<file path="config.mk">
export PLATFORM = sky130hd
export DESIGN_NAME = lbtc_ctrl
export DESIGN_NICKNAME = d
export VERILOG_FILES = /design/src/rtl/lru_block_tag_cache_unit_defines.svh /design/src/rtl/lbtc_pkg.sv /design/src/rtl/lbtc_ctrl.sv
export SDC_FILE = /design/constraint.sdc
export NUM_CORES = 1
export LEC_CHECK = 0
export BUFFER_PORTS_ARGS = -buffer_cell sky130_fd_sc_hd__buf_2
export CORE_AREA = 3 3 40 42
export CTS_CLUSTER_DIAMETER = 60
export CTS_CLUSTER_SIZE = 10
export DETAILED_ROUTE_END_ITERATION = 7
export DIE_AREA = 0 0 43 45
export PLACE_DENSITY = 0.31
export SYNTH_ARGS = -nofsm -noshare
export SYNTH_HDL_FRONTEND = slang
export SYNTH_SLANG_ARGS = --single-unit
</file>
<file path="constraint.sdc">
create_clock -name clk -period 0.8 [get_ports clk]
set_input_delay 0.08 -clock clk [delete_from_list [all_inputs] [get_ports clk]]
set_output_delay 0.08 -clock clk [all_outputs]
set_load 0.1 [all_outputs]
</file>
<file path="src/rtl/lru_block_tag_cache_unit_defines.svh">
// Assertion macros used by the block tag cache datapath.
`ifndef LRU_BLOCK_TAG_CACHE_UNIT_DEFINES_SVH
`define LRU_BLOCK_TAG_CACHE_UNIT_DEFINES_SVH

// Same-cycle implication, checked out of reset.
`define LBTC_ASSERT_IMP(lbl, ante, cons) \
    lbl: assert property (@(posedge clk) disable iff (!rst_n) (ante) |-> (cons)) \
        else $error("lbtc check failed");

// Next-cycle implication, checked out of reset.
`define LBTC_ASSERT_NXT(lbl, ante, cons) \
    lbl: assert property (@(posedge clk) disable iff (!rst_n) (ante) |=> (cons)) \
        else $error("lbtc check failed");

`endif

</file>
<file path="src/rtl/lbtc_pkg.sv">
// Types, constants and helpers for the block tag cache.
`default_nettype none

package lbtc_pkg;

    localparam int WAYS_DEFAULT = 64;
    localparam int BLK_W        = 64;
    localparam int STAMP_W      = 64;
    localparam int CNT_W        = 32;
    localparam int WAY_OUT_W    = 6;
    localparam int CFG_W        = 7;

    localparam logic [1:0] REQ_LOOKUP     = 2'd0;
    localparam logic [1:0] REQ_FILL       = 2'd1;
    localparam logic [1:0] REQ_INVALIDATE = 2'd2;

    typedef struct packed {
        logic [1:0]       req_type;
        logic [BLK_W-1:0] block_num;
    } req_t;

    typedef struct packed {
        logic                 hit;
        logic [WAY_OUT_W-1:0] way;
        logic                 evicted;
        logic [BLK_W-1:0]     evicted_block;
        logic [CNT_W-1:0]     hit_count;
        logic [CNT_W-1:0]     miss_count;
        logic [CNT_W-1:0]     eviction_count;
    } rsp_t;

    // controller -> datapath
    typedef struct packed {
        logic load;
        logic issue;
        logic commit;
    } ctl_cmd_t;

    // datapath -> controller
    typedef struct packed {
        logic scan_end;
        logic out_free;
    } ctl_stat_t;

    function automatic logic [CNT_W-1:0] sat_inc(input logic [CNT_W-1:0] c);
        return (c == {CNT_W{1'b1}}) ? c : c + 1'b1;
    endfunction

endpackage

`default_nettype wire

</file>
<file path="src/rtl/lbtc_ctrl.sv">
// Request sequencer: accept, way scan, commit.
`default_nettype none

module lbtc_ctrl (
    input  wire logic               clk,
    input  wire logic               rst_n,
    input  wire logic               req_valid,
    output logic                    req_ready,
    input  wire lbtc_pkg::ctl_stat_t stat,
    output lbtc_pkg::ctl_cmd_t      cmd
);

    typedef enum logic [1:0] {
        ST_IDLE,
        ST_SCAN,
        ST_UPDATE
    } state_t;

    state_t state_reg;
    state_t state_next;

    assign req_ready  = (state_reg == ST_IDLE);
    assign cmd.load   = req_valid && req_ready;
    assign cmd.issue  = (state_reg == ST_SCAN) && !stat.scan_end;
    assign cmd.commit = (state_reg == ST_UPDATE) && stat.out_free;

    always_comb
    begin
        state_next = state_reg;
        unique case (state_reg)
            ST_IDLE:
            begin
                if (req_valid)
                begin
                    state_next = ST_SCAN;
                end
            end
            ST_SCAN:
            begin
                if (stat.scan_end)
                begin
                    state_next = ST_UPDATE;
                end
            end
            ST_UPDATE:
            begin
                if (stat.out_free)
                begin
                    state_next = ST_IDLE;
                end
            end
            default:
            begin
                state_next = ST_IDLE;
            end
        endcase
    end

    always_ff @(posedge clk or negedge rst_n)
    begin
        if (!rst_n)
        begin
            state_reg <= ST_IDLE;
        end
        else
        begin
            state_reg <= state_next;
        end
    end

endmodule

`default_nettype wire

</file>
Word-level counts from Yosys, hierarchy flattened
Index checks and enable logic that the tools add are counted.
W data, S select, Z words.
Operators by class
  multiplexer cells: 4
  eq/ne operators: 5
  reductions and logical operators: 6
Operators by type and width (count)
  $mux W2: 3
  $ne A2 B2 Y1 const B: 3
  $pmux W2 S3: 1
  $logic_and A1 B1 Y1: 3
  $reduce_and A3 Y1: 1
  $eq A2 B1 Y1 const B: 1
  $eq A2 B2 Y1 const B: 1
  $logic_not A2 Y1: 1
  $logic_not A1 Y1: 1
Storage, ports and cells
  bits in registers: 2
  word-level logic and storage cells: 16
  input port bits: 5
  output and inout port bits: 4

Logic depth before layout (Yosys ltp)
Gate-level depths: netlist of the first run.
  depth in word-level cells: 3
  gate-level depth with buffers: 2
  gate-level depth less buffers: 2

Worst setup path before layout of the first run
Ideal clock, no wire load.
  kind: flip-flop to output port
  start: reg state_reg[1]
  end: out cmd[1] (netlist name)
  cell stages (with the launch flop): 2
  slack: -1.911 ns
  buffers on the path: 0
  data arrival time: 2.631 ns
  data required time: 0.720 ns
  cell sequence: dfrtp_1 -> nor3b_1
RTL lines
  from (decl): line lbtc_ctrl.sv:19  | state_t state_reg;
  from (signal assigned): line lbtc_ctrl.sv:67  | state_reg <= state_next;
  to (decl): line lbtc_ctrl.sv:10  | output lbtc_pkg::ctl_cmd_t cmd

==> results of run 1 <==
synthesized netlist by cell type:
cell	n	share of area (%)
a21oi_2	1	6.9
and2_1	1	5.0
dfrtp_1	2	40
inv_1	1	3.0
nand2b_1	2	9.9
nand2b_4	1	11
nand3b_1	1	5.9
nor2_1	2	5.9
nor3b_1	1	5.9
o21ai_2	1	6.9
layout make-up:
cell class	count	area, µm²
Clock buffer	4	26.3
Fill cell	123	938
Inverter	1	3.75
Multi-Input combinational cell	10	109
Sequential cell	2	52.6
Tap cell	15	18.8
Timing Repair Buffer	12	136
metal layers:
layer	global-route usage (%)	vias to the layer above
met4	9.04	0
met2	6.59	11
met3	1.20	2
li1	-	74
met5	0	-
met1	5.31	61
worst max-delay path, delay by kind of cell (launching register included):
kind	cells	cell delay [ns]
DFF	1	0.46
and+or+nand+nor	1	0.22
buffers and inverters	1	0.20
metrics by stage:
step	cells	setup TNS, ns	cell area [µm²]
after floorplan	13	-1.90	156
after global placement	38	-0.837	290
after detailed placement	38	-0.828	290
after CTS	43	-1.72	339
after global routing	44	-1.89	347
final	44	-1.64	347
kinds of logic (layout without fill, tap and decap cells):
kind of cell | Yosys count | in the layout | synth area share [%]
compound gates | 2 | 2 | 13.9
buf+inv | 1 | 17 | 2.97
flops | 2 | 2 | 39.6
simple gates | 8 | 8 | 43.6
what timing repair did:
action,CTS,global route
setup endpoints to repair,6,6
buffers inserted,0,1
hold endpoints to repair,2,0
resized for setup,3,0
hold buffers,1,0
pin swaps,2,0
worst max path at each step:
stage,start,to,depth (start not counted)
floorplan,state_reg[0],cmd[2],2
global placement,state_reg[0],cmd[0],3
detailed placement,state_reg[0],cmd[0],3
CTS,state_reg[1],cmd[1],2
global route,state_reg[1],cmd[2],3
finish,state_reg[1],cmd[1],2
==> results.toml, run 1 <==
[setup_path]
path_cells = "nor3b_4 -> buf_12"
r2r_start = "state_reg[0]"
r2r_slack_ns = -0.09
worstPathRequired_ns = 0.72
path_max_fanout = 5
end_kind = "output pin"
r2r_end = "state_reg[0]"
worstRegToRegCells = 3
crit_type = "reg -> out"
slowest_stage = "dfrtp_2"
arrival_ns = 1.12
slowest_delay_ns = 0.46
cp-start-kind = "flop"

[yosys]
yosysWarnings = 0
synth_cells = 13
ys_seq_elements = 2
synth_cell_types = 10
synth_nets = 18
synth_seq_area_share_pct = 39.6
syn_area_um2 = 126
avgSynthCellArea_um2 = 9.72

[min_path]
hp-start = "stat[0]"
hold_end = "state_reg[1]"
worstHoldPathCells = 2
hold_path_class = "in -> reg"

[global_route]
grt_pass1_vias = 157
gr-usage-all-layers_pct = 5.17
antenna_found_initial = 0
grt_pass1_wl_um = 648
overflow = 0
grt_max_degree = 6

[timing]
fmax_mhz = 834
drv_slew = 0
hold_viol_final = 0
worstMarginPinSlew_ns = 0.181
fin_skew_ns = 0.00606
relSlewSlack_pct = 87.9
setup_viol = 5
rsz0062_at_grt = "yes"
holdWs_ns = 0.0326
layout_setup_ws_ns = -0.399
post-route-period-util_pct = 150
fin_crit_ns = 1.20

[cts]
clock_insertion_delay_worst_skew_ns = 0.23
h-tree-depth = 1
clk_pin_slew_worst_paths_ns = 0.04
cts_tree = "yes"
cts_sinks = 2
numCtsBuffers = 3
clock_path_buffers = 2
cts_root_buffer = "clkbuf_4"

[detailed_routing]
drc = 0
drt_iter0_markers = 0
antenna_violating_nets_post_route = 0
wl_um = 347
topRoutingLayerUsed = "met4"
wl_per_cell_um = 7.89
viasPerCell = 3.36
m1WireLength_um = 162
first_pass_iters = 1
wl_met3_um = 27
dr_wl_met2_um = 141
vias = 148

[floorplan]
dieArea_mm2 = 0.00194
fp-row-count = 13
die_y_um = 45
io_pins = 9
initial_utilization_pct = 9.83
die_w_um = 43
fp.coreArea_mm2 = 0.00128

[layout]
final_util_pct = 27.0
largest_reg_flops = 2
antennaDiodeCount = 0
most-common-layout-cells = "buf_2 (4), buf_12 (4), clkbuf_4 (3)"
fin_nets = 35
drive_gt1_share_pct = 82.8
syn2layout_area_growth_pct = 174

[run_status]
status = "complete, but fails checks"
violations = "negative setup slack"

[placement]
post-place-ws_ns = -0.232
port_buffers = 8
gp_congestion = 0.647

[job]
max-cap-violations = 0
Power of run 1 is not shown: default switching activity piles up to over one toggle a cycle in this logic, so the estimate is an artifact.
==> inputs of run 2 (changes only) <==
==> constraint.sdc (replaced) <==
create_clock -name clk -period 0.8 [get_ports clk]
set_input_delay 0.08 -clock clk [delete_from_list [all_inputs] [get_ports clk]]
set_output_delay 0.08 -clock clk [all_outputs]
set_load 0.05 [all_outputs]
==> results.toml, run 2 (same netlist as run 1, synthesis figures left out) <==
[run_status]
status = "complete, but fails checks"
violations = "negative setup slack"

[floorplan]
dieArea_mm2 = 0.00194
fp-row-count = 13
fp.coreArea_mm2 = 0.00128
die_y_um = 45
initial_utilization_pct = 9.83
die_w_um = 43
io_pins = 9

[global_route]
grt_max_degree = 6
grtUsageMet1_pct = 3.61
gr-usage-all-layers_pct = 4.58
grt_util_met3_pct = 2.39
grt_pass1_wl_um = 586
overflow = 0
grt_use_met2_pct = 6.59
grt_pass1_vias = 166
top_usage_layer = "met4"
antenna_found_initial = 0

[power_and_ir_drop]
power_per_cell_area_mw_per_mm2 = 4530
seqPwrFrac_pct = 18.2
power.switching_mw = 0.629
power_frac_comb_pct = 64.9
clkPwrFrac_pct = 16.8
p_int_mw = 0.849
ir_drop_mv = 1.04
power_leakage_nw = 0.145
p_sw_share_pct = 42.6

[timing]
drv_slew = 0
fmax_mhz = 859
rsz0062_at_grt = "yes"
holdWs_ns = 0.0305
post-route-period-util_pct = 146
relSlewSlack_pct = 87.3
layout_setup_ws_ns = -0.365
fin_skew_ns = 0.0101
setup_viol = 6
fin_crit_ns = 1.16
worstMarginPinSlew_ns = 0.190
hold_viol_final = 0

[cts]
cts_root_buffer = "clkbuf_4"
h-tree-depth = 1
numCtsBuffers = 3
cts_sinks = 2
clk_pin_slew_worst_paths_ns = 0.04
clock_insertion_delay_worst_skew_ns = 0.23
clock_path_buffers = 2
cts_tree = "yes"

[setup_path]
path_max_fanout = 5
r2r_end = "state_reg[0]"
worstPathRequired_ns = 0.72
path_cells = "nor2_4 -> and2_4 -> buf_8"
worstRegToRegCells = 3
crit_type = "reg -> out"
end_kind = "output pin"
r2r_start = "state_reg[0]"
arrival_ns = 1.08
startpoint = "state_reg[1]"
cp-start-kind = "flop"
slowest_stage = "dfrtp_2"
r2r_slack_ns = -0.09
crit_path_end = "cmd[2]"
slowest_delay_ns = 0.47

[job]
max-cap-violations = 0

[detailed_routing]
first_pass_iters = 1
antenna_violating_nets_post_route = 0
viasPerCell = 3.43
vias = 151
drc = 0
drt_iter0_markers = 0
wl_um = 358
wl_per_cell_um = 8.14

[placement]
placed_area_um2 = 223
port_buffers = 8
placed_cells = 37
gp_congestion = 0.681

[layout]
layout_commonest_cell = "buf_2"
antennaDiodeCount = 0
fin_cells = 44
syn2layout_area_growth_pct = 158
most-common-layout-cells = "buf_2 (4), clkbuf_4 (3), buf_8 (3), buf_6 (3)"
largest_reg_flops = 2
fin_nets = 35
finalInstanceArea_um2 = 327
drive_gt1_share_pct = 82.8

[min_path]
hold_path_class = "in -> reg"
run 2: cell types whose count changed in the layout (fill, tap and decap cells not counted):
cell / change
buf_4: -1
buf_6: +2
buf_8: +3
buf_12: -4
run 2: per-layer routing:
metal	part of all wire [%]	routed length, µm
met1	35	125
met2	49	175
met3	16	57
met4	0	0
met5	0	0
run 2: final cells by class:
class | instances | area, µm²
Sequential cell | 2 | 52.6
Inverter | 1 | 3.75
Timing Repair Buffer | 12 | 116
Multi-Input combinational cell | 10 | 109
Tap cell | 15 | 18.8
Fill cell | 142 | 958
Clock buffer | 4 | 26.3
run 2: critical path, delay by kind of cell, from the launching register on:
family	cells	cell delay, ns
buffers and inverters	1	0.13
flip-flops	1	0.47
AND/OR/NAND/NOR	2	0.26
run 2: how the worst min path moves through the flow:
stage	start	end	slack, ns	depth (start not counted)
after global placement	rst_n	state_reg[0]	-0.13	1
after detailed placement	rst_n	state_reg[0]	-0.13	1
after CTS	stat[0]	state_reg[1]	0.02	2
after floorplan	rst_n	state_reg[0]	-0.22	0
final	stat[0]	state_reg[1]	0.03	2
after global routing	stat[0]	state_reg[1]	0.04	2
run 2: power groups by stage:
stage / registers (mW) / logic, mW / clock network (mW)
after floorplan: 0.239 / 0.516 / 0
after global placement: 0.240 / 0.656 / 0
after detailed placement: 0.249 / 0.664 / 0
after CTS: 0.270 / 0.788 / 0.268
after global routing: 0.281 / 1.01 / 0.265
final: 0.269 / 0.960 / 0.249
run 2: repair_timing:
item | in CTS | in global routing
pin swaps | 1 | 0
setup buffers | 0 | 2
endpoints found under the hold margin | 2 | 0
resized for setup | 10 | 6
gates cloned | 0 | 0
setup endpoints to repair | 6 | 6
hold buffers | 1 | 0
run 2: per-stage QoR:
step	util (%)	power, mW	worst slack, ns	TNS (ns)
after floorplan	-	0.756	-0.314	-0.773
after global placement	17.3	0.897	-0.253	-0.811
after detailed placement	17.3	0.914	-0.275	-0.931
after CTS	22.9	1.33	-0.377	-1.59
after global routing	25.4	1.56	-0.408	-1.78
final	25.4	1.48	-0.365	-1.55
Note: power is estimated with default switching activity, not from simulation.
==> inputs of run 3 (changes only) <==
--- a/config.mk
+++ b/config.mk
@@ -11,7 +11,7 @@
 export CTS_CLUSTER_SIZE = 10
 export DETAILED_ROUTE_END_ITERATION = 7
 export DIE_AREA = 0 0 43 45
-export PLACE_DENSITY = 0.31
+export PLACE_DENSITY = 0.3
 export SYNTH_ARGS = -nofsm -noshare
 export SYNTH_HDL_FRONTEND = slang
 export SYNTH_SLANG_ARGS = --single-unit
==> constraint.sdc (replaced) <==
create_clock -name clk -period 1.44 [get_ports clk]
set_input_delay 0.144 -clock clk [delete_from_list [all_inputs] [get_ports clk]]
set_output_delay 0.144 -clock clk [all_outputs]
set_load 0.05 [all_outputs]
==> results.toml, run 3 (same netlist as run 1, synthesis figures left out) <==
[floorplan]
fp-row-count = 13
io_pins = 9
die_w_um = 43
initial_utilization_pct = 9.83
dieArea_mm2 = 0.00194
fp.coreArea_mm2 = 0.00128
die_y_um = 45

[global_route]
top_usage_layer = "met4"
grt_pass1_wl_um = 538
grt_max_degree = 7
gr-usage-all-layers_pct = 4.33
grtUsageMet1_pct = 4.58
grt_util_met3_pct = 2.79
grt_use_met2_pct = 4.19
overflow = 0
grt_pass1_vias = 142
antenna_found_initial = 0

[detailed_routing]
vias = 124
drc = 0
viasPerCell = 3.10
antenna_violating_nets_post_route = 0
wl_um = 290
first_pass_iters = 3
drt_iter0_markers = 1
wl_per_cell_um = 7.25

[layout]
most-common-layout-cells = "buf_2 (8), clkbuf_4 (3), nand2b_1 (2), dfrtp_1 (2)"
largest_reg_flops = 2
layout_commonest_cell = "buf_2"
drive_gt1_share_pct = 64.0
fin_nets = 32
finalInstanceArea_um2 = 225
fill_cells = 151
antennaDiodeCount = 0
syn2layout_area_growth_pct = 78.2

[cts]
cts_resized = 0
clock_insertion_delay_worst_skew_ns = 0.22
cts_hold_buffers = 1
clock_path_buffers = 2
cts_root_buffer = "clkbuf_4"
post_cts_buffers = 0
h-tree-depth = 1
clk_pin_slew_worst_paths_ns = 0.03
numCtsBuffers = 3
cts_sinks = 2
cts_tree = "yes"

[setup_path]
crit_buf_inv = 1
path_cells = "nand2b_1 -> nor2_1 -> buf_2"
end_kind = "output pin"
arrival_ns = 1.17
slowest_delay_ns = 0.42
path_max_fanout = 6
critPathTopFamily = "flip-flops"
crit_type = "reg -> out"
cp-start-kind = "flop"
worstPathRequired_ns = 1.30
slowest_stage = "dfrtp_1"

[power_and_ir_drop]
finalPower_mw = 0.552
ir_drop_mv = 0.492
power_per_cell_area_mw_per_mm2 = 2450
power_leakage_nw = 0.111

[timing]
rsz0062_at_grt = "no"
post-route-period-util_pct = 91.6
fin_skew_ns = 0.000537
worstMarginPinSlew_ns = 0.250
drv_slew = 0
fmax_mhz = 758
hold_viol_final = 0
fin_crit_ns = 1.32
relSlewSlack_pct = 83.4
setup_viol = 0

[placement]
gp_congestion = 0.701
placed_area_um2 = 193
port_buffers = 8

[job]
max-cap-violations = 0

[min_path]
hold_path_class = "in -> reg"

[run_status]
status = "completed"
==> run 3: changes by cell type in the layout (fill, tap and decap cells not counted), moves of 2 or more <==
cell	previous run	this run
dfrtp_1	0	2
nor2_4	2	0
dfrtp_2	2	0
buf_8	3	0
buf_6	3	0
buf_2	4	8
==> run 3: layout make-up <==
type                    count  area [µm²]  share of cell area [%]
inverters                   1        3.75                    1.67
flip-flops and latches      2        50.0                    22.2
clock buffers               3        22.5                    10.0
multi-input cells          10        80.1                    35.6
repair buffers              9        50.0                    22.2
well taps                  15        18.8                    8.33
==> run 3: per-layer routing <==
| metal | vias up | routed length, µm |
|---|---|---|
| li1 | 66 | - |
| met4 | 0 | 0 |
| met2 | 7 | 116 |
| met1 | 51 | 133 |
| met5 | - | 0 |
| met3 | 0 | 41 |
==> run 3: worst paths after layout <==
| kind | from | end | slack [ns] | depth (start not counted) |
|---|---|---|---|---|
| setup / recovery | state_reg[0] | cmd[0] | 0.12 | 3 |
| hold / removal | stat[0] | state_reg[1] | 0.12 | 2 |
| setup reg to reg | state_reg[0] | state_reg[1] | 0.64 | 2 |
| hold reg to reg | state_reg[1] | state_reg[0] | 0.53 | 1 |
| max in group asynchronous | rst_n | state_reg[0] | 1.12 | 2 |
| min in group asynchronous | rst_n | state_reg[1] | 0.23 | 2 |
==> run 3: worst register-to-register path, stage by stage (launching register included) <==
cell	delay, ns
dfrtp_1	0.42
nand2b_1	0.19
o21ai_2	0.12
==> run 3: where the power goes <==
group	total, mW	switching (mW)	internal (mW)
combinational	0.306	0.207	0.0992
clock	0.124	0.0318	0.0919
sequential	0.123	0.0405	0.0823
==> run 3: stage by stage <==
step	setup TNS (ns)	setup WS, ns	hold slack, ns	utilization, %	instances
floorplan	-0.0834	-0.0834	-0.152	-	13
global placement	0	0.349	-0.0706	15.0	36
detailed placement	0	0.352	-0.0696	15.0	36
CTS	0	0.100	0.107	17.5	40
global route	0	0.00638	0.118	17.5	40
finish	0	0.122	0.116	17.5	40
